[src/design/lnps_pkg.sv]
// Package for the last-note priority stack.
// Holds field widths, the note limit, the command codes and the sequencer states.
// No dependencies.
package lnps_pkg;

  localparam int unsigned NOTE_W  = 5;
  localparam int unsigned COUNT_W = 4;

  // Note indices at or above this value are not notes.
  localparam logic [NOTE_W-1:0] NOTE_LIMIT = 5'd24;

  typedef enum logic {
    CMD_PRESS   = 1'b0,
    CMD_RELEASE = 1'b1
  } cmd_e;

  typedef enum logic [2:0] {
    ST_IDLE,
    ST_SCAN,
    ST_SHIFT,
    ST_PUSH,
    ST_RDTOP,
    ST_TOPCAP,
    ST_FIN
  } state_e;

endpackage

[src/design/lnps_in_if.sv]
// Input channel of the last-note priority stack: one key event per beat.
// Depends on lnps_pkg for the field widths.
interface lnps_in_if;
  import lnps_pkg::*;

  logic              valid;
  logic              ready;
  logic              command;
  logic [NOTE_W-1:0] note;

  modport source (output valid, output command, output note, input ready);
  modport sink   (input valid, input command, input note, output ready);

endinterface

[src/design/lnps_out_if.sv]
// Output channel of the last-note priority stack: top of stack and count per beat.
// Depends on lnps_pkg for the field widths.
interface lnps_out_if;
  import lnps_pkg::*;

  logic               valid;
  logic               ready;
  logic               top_valid;
  logic [NOTE_W-1:0]  top_note;
  logic [COUNT_W-1:0] held_count;

  modport source (output valid, output top_valid, output top_note, output held_count,
                  input ready);
  modport sink   (input valid, input top_valid, input top_note, input held_count,
                  output ready);

endinterface

[src/design/last_note_priority_stack_core.sv]
// Last-note priority stack for a monophonic synthesizer.
// Depends on lnps_pkg, lnps_in_if and lnps_out_if.
//
// Usage: in_chan_i carries one key event per beat (command 0 = press,
// 1 = release, plus a note index). For every accepted beat, out_chan_o
// delivers one beat with the most recently pushed held note, a flag that
// says whether any note is held, and the number of held notes.
// The held notes live in a small memory with one read and one write port,
// oldest at address 0. A sequencer walks it one entry per cycle: a search
// for the note, then, where needed, a move of the entries above a gap (or
// of all entries above the oldest when a full stack drops it), then a
// push or a reread of the new top. An index that is not a note goes
// straight to the result. The result beat appears in the same cycle that
// the sequencer returns to idle. in_chan_i.ready is high only while the
// sequencer is idle. Results sit in an output register, so a new event is
// taken while the previous result still waits; if the receiver stalls, a
// finished result waits in the sequencer until the register frees. Reset
// empties the stack and drops any pending result; the memory itself is
// not cleared.
module last_note_priority_stack_core #(
  parameter int unsigned STACK_DEPTH = 8
) (
  input logic        clk_i,
  input logic        rst_ni,
  lnps_in_if.sink    in_chan_i,
  lnps_out_if.source out_chan_o
);
  import lnps_pkg::*;

  localparam int unsigned CW = $clog2(STACK_DEPTH + 1);
  localparam int unsigned AW = $clog2(STACK_DEPTH);

  localparam logic [CW-1:0] DEPTH_C = CW'(STACK_DEPTH);
  localparam logic [AW-1:0] TOP_ADDR = AW'(STACK_DEPTH - 1);

  state_e state_q, state_d;

  logic              cmd_q, cmd_d;
  logic [NOTE_W-1:0] note_q, note_d;
  logic [CW-1:0]     count_q, count_d;
  logic [NOTE_W-1:0] top_q, top_d;
  logic [CW-1:0]     ptr_q, ptr_d;
  logic [CW-1:0]     end_q, end_d;
  logic              pend_q, pend_d;
  logic [AW-1:0]     pend_idx_q, pend_idx_d;

  logic               out_valid_q, out_valid_d;
  logic               out_top_valid_q, out_top_valid_d;
  logic [NOTE_W-1:0]  out_top_note_q, out_top_note_d;
  logic [COUNT_W-1:0] out_count_q, out_count_d;

  logic [NOTE_W-1:0] mem [STACK_DEPTH];
  logic [NOTE_W-1:0] rd_data_q;
  logic [AW-1:0]     rd_addr;
  logic              rd_issue;
  logic              wr_en;
  logic [AW-1:0]     wr_addr;
  logic [NOTE_W-1:0] wr_data;

  logic          in_fire;
  logic          hit;
  logic          scan_done;
  logic          shift_done;
  logic          pos_is_top;
  logic          out_free;
  logic [CW-1:0] count_m1;

  assign in_chan_i.ready = (state_q == ST_IDLE);
  assign in_fire         = in_chan_i.valid && in_chan_i.ready;

  assign count_m1   = count_q - CW'(1);
  assign hit        = pend_q && (rd_data_q == note_q);
  assign scan_done  = !pend_q && (ptr_q >= count_q);
  assign shift_done = !pend_q && (ptr_q >= end_q);
  assign pos_is_top = (CW'(pend_idx_q) == count_m1);
  assign out_free   = !out_valid_q || out_chan_o.ready;

  // Note memory: one write and one registered read per cycle.
  always_ff @(posedge clk_i) begin
    if (wr_en) begin
      mem[wr_addr] <= wr_data;
    end
    rd_data_q <= mem[rd_addr];
  end

  // Next state.
  always_comb begin
    state_d = state_q;
    unique case (state_q)
      ST_IDLE: begin
        if (in_fire) begin
          state_d = (in_chan_i.note >= NOTE_LIMIT) ? ST_FIN : ST_SCAN;
        end
      end
      ST_SCAN: begin
        if (hit) begin
          if (cmd_q == CMD_PRESS) begin
            state_d = ST_FIN;
          end else if (pos_is_top) begin
            state_d = (count_q >= CW'(2)) ? ST_RDTOP : ST_FIN;
          end else begin
            state_d = ST_SHIFT;
          end
        end else if (scan_done) begin
          if (cmd_q == CMD_RELEASE) begin
            state_d = ST_FIN;
          end else if (count_q == DEPTH_C) begin
            state_d = ST_SHIFT;
          end else begin
            state_d = ST_PUSH;
          end
        end
      end
      ST_SHIFT: begin
        if (shift_done) begin
          state_d = (cmd_q == CMD_PRESS) ? ST_PUSH : ST_FIN;
        end
      end
      ST_PUSH:   state_d = ST_FIN;
      ST_RDTOP:  state_d = ST_TOPCAP;
      ST_TOPCAP: state_d = ST_FIN;
      ST_FIN: begin
        if (out_free) begin
          state_d = ST_IDLE;
        end
      end
      default: state_d = ST_IDLE;
    endcase
  end

  // Memory port control.
  always_comb begin
    rd_issue = 1'b0;
    rd_addr  = '0;
    wr_en    = 1'b0;
    wr_addr  = pend_idx_q - AW'(1);
    wr_data  = rd_data_q;
    unique case (state_q)
      ST_SCAN: begin
        rd_issue = !hit && (ptr_q < count_q);
      end
      ST_SHIFT: begin
        rd_issue = (ptr_q < end_q);
        // Each entry read in the previous cycle lands one place lower.
        wr_en    = pend_q;
      end
      ST_PUSH: begin
        wr_en   = 1'b1;
        wr_addr = (count_q == DEPTH_C) ? TOP_ADDR : count_q[AW-1:0];
        wr_data = note_q;
      end
      ST_RDTOP: begin
        rd_addr = count_m1[AW-1:0];
      end
      ST_IDLE, ST_TOPCAP, ST_FIN: begin
      end
      default: begin
      end
    endcase
    if (rd_issue) begin
      rd_addr = ptr_q[AW-1:0];
    end
  end

  // Datapath registers.
  always_comb begin
    cmd_d      = cmd_q;
    note_d     = note_q;
    count_d    = count_q;
    top_d      = top_q;
    ptr_d      = rd_issue ? ptr_q + CW'(1) : ptr_q;
    end_d      = end_q;
    pend_d     = rd_issue;
    pend_idx_d = rd_issue ? ptr_q[AW-1:0] : pend_idx_q;

    out_valid_d     = out_valid_q && !out_chan_o.ready;
    out_top_valid_d = out_top_valid_q;
    out_top_note_d  = out_top_note_q;
    out_count_d     = out_count_q;

    unique case (state_q)
      ST_IDLE: begin
        if (in_fire) begin
          cmd_d  = in_chan_i.command;
          note_d = in_chan_i.note;
          ptr_d  = '0;
        end
      end
      ST_SCAN: begin
        if (hit && (cmd_q == CMD_RELEASE)) begin
          if (pos_is_top) begin
            count_d = count_m1;
          end else begin
            ptr_d = CW'(pend_idx_q) + CW'(1);
            end_d = count_q;
          end
        end else if (scan_done && (cmd_q == CMD_PRESS) && (count_q == DEPTH_C)) begin
          // Full stack: the oldest entry goes, everything above it moves down.
          ptr_d = CW'(1);
          end_d = DEPTH_C;
        end
      end
      ST_SHIFT: begin
        if (shift_done && (cmd_q == CMD_RELEASE)) begin
          count_d = count_m1;
        end
      end
      ST_PUSH: begin
        top_d = note_q;
        if (count_q != DEPTH_C) begin
          count_d = count_q + CW'(1);
        end
      end
      ST_TOPCAP: begin
        top_d = rd_data_q;
      end
      ST_FIN: begin
        if (out_free) begin
          out_valid_d     = 1'b1;
          out_top_valid_d = (count_q != '0);
          out_top_note_d  = (count_q != '0) ? top_q : '0;
          out_count_d     = COUNT_W'(count_q);
        end
      end
      ST_RDTOP: begin
      end
      default: begin
      end
    endcase
  end

  always_ff @(posedge clk_i or negedge rst_ni) begin
    if (!rst_ni) begin
      state_q     <= ST_IDLE;
      count_q     <= '0;
      pend_q      <= 1'b0;
      out_valid_q <= 1'b0;
    end else begin
      state_q     <= state_d;
      count_q     <= count_d;
      pend_q      <= pend_d;
      out_valid_q <= out_valid_d;
    end
  end

  always_ff @(posedge clk_i) begin
    cmd_q           <= cmd_d;
    note_q          <= note_d;
    top_q           <= top_d;
    ptr_q           <= ptr_d;
    end_q           <= end_d;
    pend_idx_q      <= pend_idx_d;
    out_top_valid_q <= out_top_valid_d;
    out_top_note_q  <= out_top_note_d;
    out_count_q     <= out_count_d;
  end

  assign out_chan_o.valid      = out_valid_q;
  assign out_chan_o.top_valid  = out_top_valid_q;
  assign out_chan_o.top_note   = out_top_note_q;
  assign out_chan_o.held_count = out_count_q;

  a_count_in_range: assert property (@(posedge clk_i) disable iff (!rst_ni)
    count_q <= DEPTH_C)
    else $error("held count exceeds the stack depth");

  a_no_write_when_idle: assert property (@(posedge clk_i) disable iff (!rst_ni)
    (state_q == ST_IDLE || state_q == ST_FIN) |-> !wr_en)
    else $error("note memory written outside an event");

  a_busy_after_accept: assert property (@(posedge clk_i) disable iff (!rst_ni)
    in_fire |=> !in_chan_i.ready)
    else $error("input taken again before the event finished");

  a_result_follows_fin: assert property (@(posedge clk_i) disable iff (!rst_ni)
    (state_q == ST_FIN && out_free) |=> out_valid_q)
    else $error("finished event produced no result beat");

endmodule

[src/flat_wrapper.sv]
// flat-port wrapper written by rule: the top's interface ports become plain ports
module last_note_priority_stack_core_flat import lnps_pkg::*;
#(
  parameter int unsigned STACK_DEPTH = 8
)
  (clk_i, rst_ni, in_chan_i_valid, in_chan_i_command, in_chan_i_note, in_chan_i_ready, out_chan_o_valid, out_chan_o_top_valid, out_chan_o_top_note, out_chan_o_held_count, out_chan_o_ready);
  lnps_in_if in_chan_i_i ();
  lnps_out_if out_chan_o_i ();
  input logic clk_i;
  input logic rst_ni;
  input wire logic [$bits(in_chan_i_i.valid)-1:0] in_chan_i_valid;
  input wire logic [$bits(in_chan_i_i.command)-1:0] in_chan_i_command;
  input wire logic [$bits(in_chan_i_i.note)-1:0] in_chan_i_note;
  output wire logic [$bits(in_chan_i_i.ready)-1:0] in_chan_i_ready;
  output wire logic [$bits(out_chan_o_i.valid)-1:0] out_chan_o_valid;
  output wire logic [$bits(out_chan_o_i.top_valid)-1:0] out_chan_o_top_valid;
  output wire logic [$bits(out_chan_o_i.top_note)-1:0] out_chan_o_top_note;
  output wire logic [$bits(out_chan_o_i.held_count)-1:0] out_chan_o_held_count;
  input wire logic [$bits(out_chan_o_i.ready)-1:0] out_chan_o_ready;
  assign in_chan_i_i.valid = in_chan_i_valid;
  assign in_chan_i_i.command = in_chan_i_command;
  assign in_chan_i_i.note = in_chan_i_note;
  assign in_chan_i_ready = in_chan_i_i.ready;
  assign out_chan_o_valid = out_chan_o_i.valid;
  assign out_chan_o_top_valid = out_chan_o_i.top_valid;
  assign out_chan_o_top_note = out_chan_o_i.top_note;
  assign out_chan_o_held_count = out_chan_o_i.held_count;
  assign out_chan_o_i.ready = out_chan_o_ready;
  last_note_priority_stack_core #(.STACK_DEPTH(STACK_DEPTH)) u_core (.clk_i(clk_i), .rst_ni(rst_ni), .in_chan_i(in_chan_i_i), .out_chan_o(out_chan_o_i));
endmodule
[config.mk]
export PLATFORM = sky130hd
export DESIGN_NAME = last_note_priority_stack_core_flat
export DESIGN_NICKNAME = d
export VERILOG_FILES = /design/src/design/lnps_pkg.sv /design/src/design/lnps_in_if.sv /design/src/design/lnps_out_if.sv /design/src/design/last_note_priority_stack_core.sv /design/src/flat_wrapper.sv
export SDC_FILE = /design/constraint.sdc
export NUM_CORES = 1
export LEC_CHECK = 0
export BUFFER_PORTS_ARGS = -buffer_cell sky130_fd_sc_hd__buf_2
export CORE_ASPECT_RATIO = 1.25
export CORE_MARGIN = 5
export CORE_UTILIZATION = 65
export DETAILED_ROUTE_END_ITERATION = 10
export GPL_TIMING_DRIVEN = 0
export PLACE_DENSITY = 0.84
export SLEW_MARGIN = 20
export SYNTH_ARGS = -nofsm -noshare
export SYNTH_HDL_FRONTEND = slang
export SYNTH_SLANG_ARGS = --single-unit
[constraint.sdc]
create_clock -name clk_i -period 7.3 [get_ports clk_i]
set_input_delay 1.095 -clock clk_i [delete_from_list [all_inputs] [get_ports clk_i]]
set_output_delay 1.095 -clock clk_i [all_outputs]
set_load 0.005 [all_outputs]
==> results of run 1 <==
-- routing by layer --
metal  track usage, %  routed length, um
met1            25.46               3182
met2            37.52               4298
met3            4.801                410
met4            10.27                193
met5                0                  0
-- kinds of logic (layout without fill, tap and decap cells) --
kind of cell / count (synthesis) / count (layout)
AND/OR/NAND/NOR: 103 / 103
flip-flops: 86 / 86
AO/OA/AOI/OAI: 64 / 64
buffers and inverters: 28 / 65
multiplexers: 25 / 25
XOR/XNOR: 17 / 17
adder cells (fa/ha/maj): 15 / 15
-- through the flow --
step	setup slack (ns)	hold WS [ns]	utilization, %
after floorplan	4.877	0.4231	-
after global placement	4.592	0.4316	70.28
after detailed placement	4.476	0.4327	70.28
after CTS	4.448	0.4530	73.75
after global routing	4.242	0.4776	73.75
final	4.435	0.4561	73.75
-- layout make-up --
cell class,instances,share of cell area (%)
Sequential cell,86,53.47
Multi-Input combinational cell,224,34.28
Clock buffer,10,3.007
Tap cell,85,2.324
Timing Repair Buffer,21,2.296
Clock inverter,6,1.695
Buffer,13,1.695
Inverter,15,1.230
-- worst max-delay path by stage --
stage,to,slack [ns]
after CTS,u_core.rd_data_q[0],4.45
after global routing,u_core.rd_data_q[0],4.24
after global placement,u_core.rd_data_q[0],4.59
after detailed placement,u_core.rd_data_q[0],4.48
final,u_core.rd_data_q[0],4.44
after floorplan,u_core.rd_data_q[0],4.88
-- registers in the layout, summed over array words and instances, names as in the netlist --
signal and cells:
u_core.mem 40, u_core.end_q 4, u_core.ptr_q 4, u_core.top_q 5, u_core.out_chan_o.valid 1, u_core.rd_data_q 5, u_core.cmd_q 1, u_core.out_chan_o.top_note 5
u_core.note_q 5, u_core.out_chan_o.held_count 4, u_core.pend_q 1, u_core.pend_idx_q 3, u_core.state_q 3, u_core.count_q 4, u_core.out_chan_o.top_valid 1
-- where the power goes --
part,internal [mW],switching [mW]
registers,0.703,0.0884
logic,0.305,0.489
clock network,0.173,0.176
-- cell usage in the layout (no fill, tap or decap), types with 5 or more instances in the layout --
master and count:
edfxtp_1 68, nand2_1 31, nor2_1 25, buf_2 23
inv_1 15, mux2i_1 15, ha_1 15, a21oi_1 14
clkbuf_8 10, xor2_1 9, nor2b_1 9, nor3_1 9
dfrtp_1 9, dfxtp_1 9, xnor2_1 8, clkbuf_1 7
o21ai_0 7, nand4_1 6, a32o_1 6, a31oi_1 5
o22ai_1 5, mux2_2 5, mux2_1 5
-- critical path, delay by kind of cell, from the launching register on --
| family | cells | cell delay, ns |
|---|---|---|
| compound gates | 3 | 0.75 |
| fa+ha+maj | 1 | 0.33 |
| buf+inv | 2 | 0.48 |
| flops | 1 | 0.54 |
| mux | 1 | 0.37 |
| simple gates | 2 | 0.28 |
==> out/metrics.yaml, run 1 <==
tritoncts.num_buffers: 9
timing.critical_path.from_type: "flip-flop"
groute.usage.overall_pct: 21.82
flow.area_growth_from_synthesis_pct: 10.28
pin_count: 22
slew_headroom_pct: 46.61
tightestPinTransition_ns: 0.7900
cts_setup_buffers: 0
post_drt_wl_per_cell_um: 17.57
post-dp-hpwl_um: 5916
via_count_of_the_first_global_routing_pass: 2659
rsz_0062_raised_after_global_routing: "false"
post_layout_nonfiller_instances: 460
critical_path_class: "flip-flop to flip-flop"
cpPeakStageDelay_ns: 0.54
synth_area_per_cell_um2: 12.28
gp_congestion: 0.9364
ctsHoldBuffers: 0
number_of_maximum_capacitance_violations: 0
detailroute.via_count: 2745
total_power_mw: 1.933
route.detailed.drc: 0
skew_ns: 0.009472
synth-seq-area-share_pct: 58.97
p_leak_nw: 1.675
worst_setup_path_startpoint: "u_core.count_q[1]"
synth-compound-area-share_pct: 11.06
cts-root-buf: "clkbuf_8"
yosys.cell_types.count: 52
ys_top_cells_by_area: "edfxtp_1 (49%), dfrtp_1 (5.4%), ha_1 (4.5%)"
period_needed_ns: 2.865
result_of_the_run: "finished clean"
reg2reg_setup_slack_ns: 4.44
cts_buffer_depth: 2
htree_levels: 3
portBuffers: 21
largest_family_of_logic_cells_by_synthesized_area: "simple AND/OR/NAND/NOR gates"
initial_utilization_pct: 66.87
end_kind: "flip-flop"
multiInputGateArea_um2: 1569
ir_worst_vdd_mv: 0.2581
design.core.area_um2: 6206
die_w_um: 81.47
synth_top_cells_by_count: "edfxtp_1 (68), nand2_1 (31), nor2_1 (25)"
worst_hold_path.endpoint: "u_core.out_chan_o.held_count[2]"
viasPerCell: 5.967
yosys_warns: 0
cts-resized-gates: 0
r2r_cells: 9
synth_top_cell_area_share_pct: 49.20
hold_class: "flip-flop to flip-flop"
antenna_left: 0
tcrit_tclk_final_pct: 39.24
placementRows: 32
synth_mux_area_share_pct: 6.331
crit_path_cell_trace: "inv_1 > ha_1 > nor2b_1 > o211ai_1 > nand2_1 > o41ai_4 > buf_4 > mux2_1 > o211a_1"
ys_async_sr_fraction_pct: 10.47
timing.hold.worst.start: "u_core.count_q[2]"
stdcell_area_um2: 4577
slowest_stage: "dfrtp_1"
area_of_the_mapped_netlist_um2: 4150
post_route_cells_drive_above_1_share_pct: 14.93
fp.dieArea_um2: 8093
synth_enable_flop_cells: 68
seq_area_um2: 2447
timing.setup.tns_ns: 0
finalNetCount: 395
totalWireLength_um: 8084
final.fill_count: 405
dr.first_iter.drc_count: 304
antenna_found_initial: 0
worstSkewPairLatency_ns: 0.37
synth-seq-cells: 86
power.density_nw_per_um2: 422.3
worst_r2r_startpoint: "u_core.count_q[1]"
cts_tree: "done"
critical_path_required_ns: 7.56
synth_most_common_cell: "edfxtp_1"
yosys.area_share.xor_xnor_pct: 3.588
n_antenna_cell: 0
synthesis.nets: 363
grt_max_degree: 17
die_h_um: 99.34
cts.sink_count: 86
max_freq_ghz: 0.3491
path_clk_slew_ns: 0.09
yosys.area_share.adder_pct: 4.522
synth_top_area_cell: "edfxtp_1"
drtPass1Iterations: 5
timing.critical_path.arrival_ns: 3.13
synth_simple_gate_area_share_pct: 12.30
overflow: 0
holdPathStages: 0
regToRegEndpoint: "u_core.rd_data_q[0]"
dominantRegCellSynth: "edfxtp_1"
timing_hold_violations_final: 0
wire_length_of_the_first_global_routing_pass_um: 13030
postSynthCellCount: 338
slew_violations: 0
placed_cells: 444
placement.cell_area_um2: 4362
worst-path-max-fanout: 10
finish_stage_setup_viols: 0
Power figures use the tool's default switching activity.
==> inputs of run 2 (changes only) <==
--- a/config.mk
+++ b/config.mk
@@ -5,13 +5,14 @@
 export SDC_FILE = /design/constraint.sdc
 export NUM_CORES = 1
 export LEC_CHECK = 0
+export ABC_AREA = 1
 export BUFFER_PORTS_ARGS = -buffer_cell sky130_fd_sc_hd__buf_2
 export CORE_ASPECT_RATIO = 1.25
 export CORE_MARGIN = 5
-export CORE_UTILIZATION = 65
+export CORE_UTILIZATION = 61
 export DETAILED_ROUTE_END_ITERATION = 10
 export GPL_TIMING_DRIVEN = 0
-export PLACE_DENSITY = 0.84
+export PLACE_DENSITY = 0.79
 export SLEW_MARGIN = 20
 export SYNTH_ARGS = -nofsm -noshare
 export SYNTH_HDL_FRONTEND = slang
==> constraint.sdc (replaced) <==
create_clock -name clk_i -period 2.9 [get_ports clk_i]
set_input_delay 0.435 -clock clk_i [delete_from_list [all_inputs] [get_ports clk_i]]
set_output_delay 0.435 -clock clk_i [all_outputs]
set_load 0.005 [all_outputs]
==> run 2 against run 1 <==
Clock skew increased by 0.0017 ns. Critical path type unchanged. First-iteration DRC count decreased by 42%. Register-to-register slack got worse by 4.2 ns. Sequential power increased to 2.5 times the previous value. Largest cell class unchanged. Clock power increased by 130%. Clock-buffer cell count increased by 1. Sequential share of layout area decreased by 3.7 points. Fmax increased by 9.5%. Non-clock buffer count decreased by 3.
==> out/metrics.yaml, run 2 <==
pin_count: 22
design.core.area_um2: 7269
layout.cells.most_common_list: "nand2_1 (123), inv_1 (96), edfxtp_1 (68)"
synth_area_per_cell_um2: 8.986
grt_max_degree: 15
cts.sink_count: 86
cts-root-buf: "clkbuf_8"
n_antenna_cell: 0
slew_violations: 0
rsz_0062_raised_after_global_routing: "false"
synth-seq-cells: 86
placement.cell_area_um2: 4713
worstSkewPairLatency_ns: 0.36
viasPerCell: 5.341
timing.critical_path.arrival_ns: 2.62
detailroute.via_count: 3365
post_layout_nonfiller_instances: 630
critical_path_required_ns: 2.90
antenna_found_initial: 0
pre_cts_slack_ns: 0.1075
timing.critical_path.from_type: "flip-flop"
area_of_the_mapped_netlist_um2: 4493
stdcell_area_um2: 4918
tcrit_tclk_final_pct: 90.23
slew_headroom_pct: 31.43
tightestPinTransition_ns: 1.018
die_h_um: 106.0
worst-path-max-fanout: 7
cpPeakStageDelay_ns: 0.49
postSynthCellCount: 500
path_clk_slew_ns: 0.09
synth_top_area_cell: "edfxtp_1"
die_w_um: 86.76
worstPathBufferInverterCount: 4
overflow: 0
synthesis.nets: 525
crit_path_cell_trace: "inv_1 > ha_1 > inv_1 > nor3_2 > inv_1 > nand3_1 > o21ai_0 > inv_1 > nand2_1 > nor2_1"
power.density_nw_per_um2: 1072
layout.core_utilization_pct: 67.66
end_kind: "flip-flop"
flow.area_growth_from_synthesis_pct: 9.468
yosys_warns: 0
ys_async_sr_fraction_pct: 10.47
timing_hold_violations_final: 0
p_leak_nw: 2.291
yosys.cell_types.count: 34
via_count_of_the_first_global_routing_pass: 3435
largest-register: "u_core.mem"
cts_tree: "done"
largest_register_ff_count: 40
initial_utilization_pct: 61.81
period_needed_ns: 2.617
drtPass1Iterations: 5
post_drt_wl_per_cell_um: 15.07
ys_top_cells_by_area: "edfxtp_1 (45%), nand2_1 (10%), inv_1 (8.0%)"
post-route-worst-setup-slack_ns: 0.2833
groute.usage.overall_pct: 22.10
slowest_stage: "dfrtp_1"
synth_most_common_cell: "nand2_1"
dr.first_iter.drc_count: 176
antenna_left: 0
hold_class: "input port to flip-flop"
synth_enable_flop_cells: 68
number_of_maximum_capacitance_violations: 0
wire_length_of_the_first_global_routing_pass_um: 15480
cp_common_cell: "inv_1"
fin_worst_hold_slack_ns: 0.2492
synth-seq-area-share_pct: 54.47
fp.dieArea_um2: 9193
result_of_the_run: "finished clean"
timing.setup.tns_ns: 0
gp_congestion: 0.9173
finalNetCount: 558
cts_setup_buffers: 0
ir_worst_vdd_mv: 0.8151
placementRows: 35
synth_top_cells_by_count: "nand2_1 (123), inv_1 (96), edfxtp_1 (68)"
skew_ns: 0.01118
finish_stage_setup_viols: 0
synth_top_cell_area_share_pct: 45.45
totalWireLength_um: 9492
dominantRegCellSynth: "edfxtp_1"
max_freq_ghz: 0.3822
total_power_mw: 5.271
route.detailed.drc: 0
critPathTopFamily: "simple AND/OR/NAND/NOR gates"
portBuffers: 21
post_route_cells_drive_above_1_share_pct: 11.71
tritoncts.num_buffers: 9
post-dp-hpwl_um: 7078
layout.cells.most_common: "nand2_1"
htree_levels: 3
final.fill_count: 576
placed_cells: 613
critical_path_class: "flip-flop to flip-flop"
cts_buffer_depth: 2
run 2: final timing paths:
check                                  startpoint                              end  slack [ns]  cells after the start
worst max-delay path            u_core.count_q[0]                 u_core.mem[4][3]        0.28                     10
max in group asynchronous                  rst_ni          u_core.out_chan_o.valid        2.26                      2
worst max register to register  u_core.count_q[0]                 u_core.mem[4][3]        0.28                     10
worst min register to register  u_core.count_q[2]  u_core.out_chan_o.held_count[2]        0.46                      0
min in group asynchronous                  rst_ni                u_core.count_q[0]        0.45                      2
worst min-delay path            in_chan_i_note[2]                 u_core.note_q[2]        0.25                      1
run 2: cell type report:
class	count	area, um2	share of cell area, %
Clock inverter	5	58.81	1.196
Inverter	100	375.4	7.632
Multi-Input combinational cell	305	1608	32.69
Tap cell	92	115.1	2.340
Timing Repair Buffer	22	115.1	2.340
Clock buffer	11	131.4	2.671
Buffer	9	67.56	1.374
Sequential cell	86	2447	49.76
run 2: timing repair:
action,4_1_cts,5_1_grt
setup endpoints to repair,0,30
hold endpoints to repair,9,0
hold buffers,1,0
gates resized for setup,0,1
run 2: power by group:
| part | switching [mW] | leakage [nW] | internal (mW) |
|---|---|---|---|
| clock network | 0.412 | 0.0899 | 0.400 |
| registers | 0.210 | 0.809 | 1.78 |
| logic | 1.67 | 1.39 | 0.805 |
run 2: routing by layer:
layer | share of wire, % | wire length, um | GRT usage (%) | vias up
li1 | - | - | - | 1667
met1 | 38 | 3646 | 24.86 | 1570
met2 | 54 | 5107 | 39.88 | 104
met3 | 5.0 | 471 | 3.101 | 24
met4 | 2.8 | 267 | 11.36 | 0
met5 | 0 | 0 | 0 | -
run 2: kinds of logic (layout without fill, tap and decap cells):
family	after synthesis	in the layout	share of synthesized area, %
xor+xnor	12	12	2.339
simple gates	240	240	24.23
fa+ha+maj	15	15	4.177
compound gates	38	38	4.929
buf+inv	109	147	9.858
flops	86	86	54.47
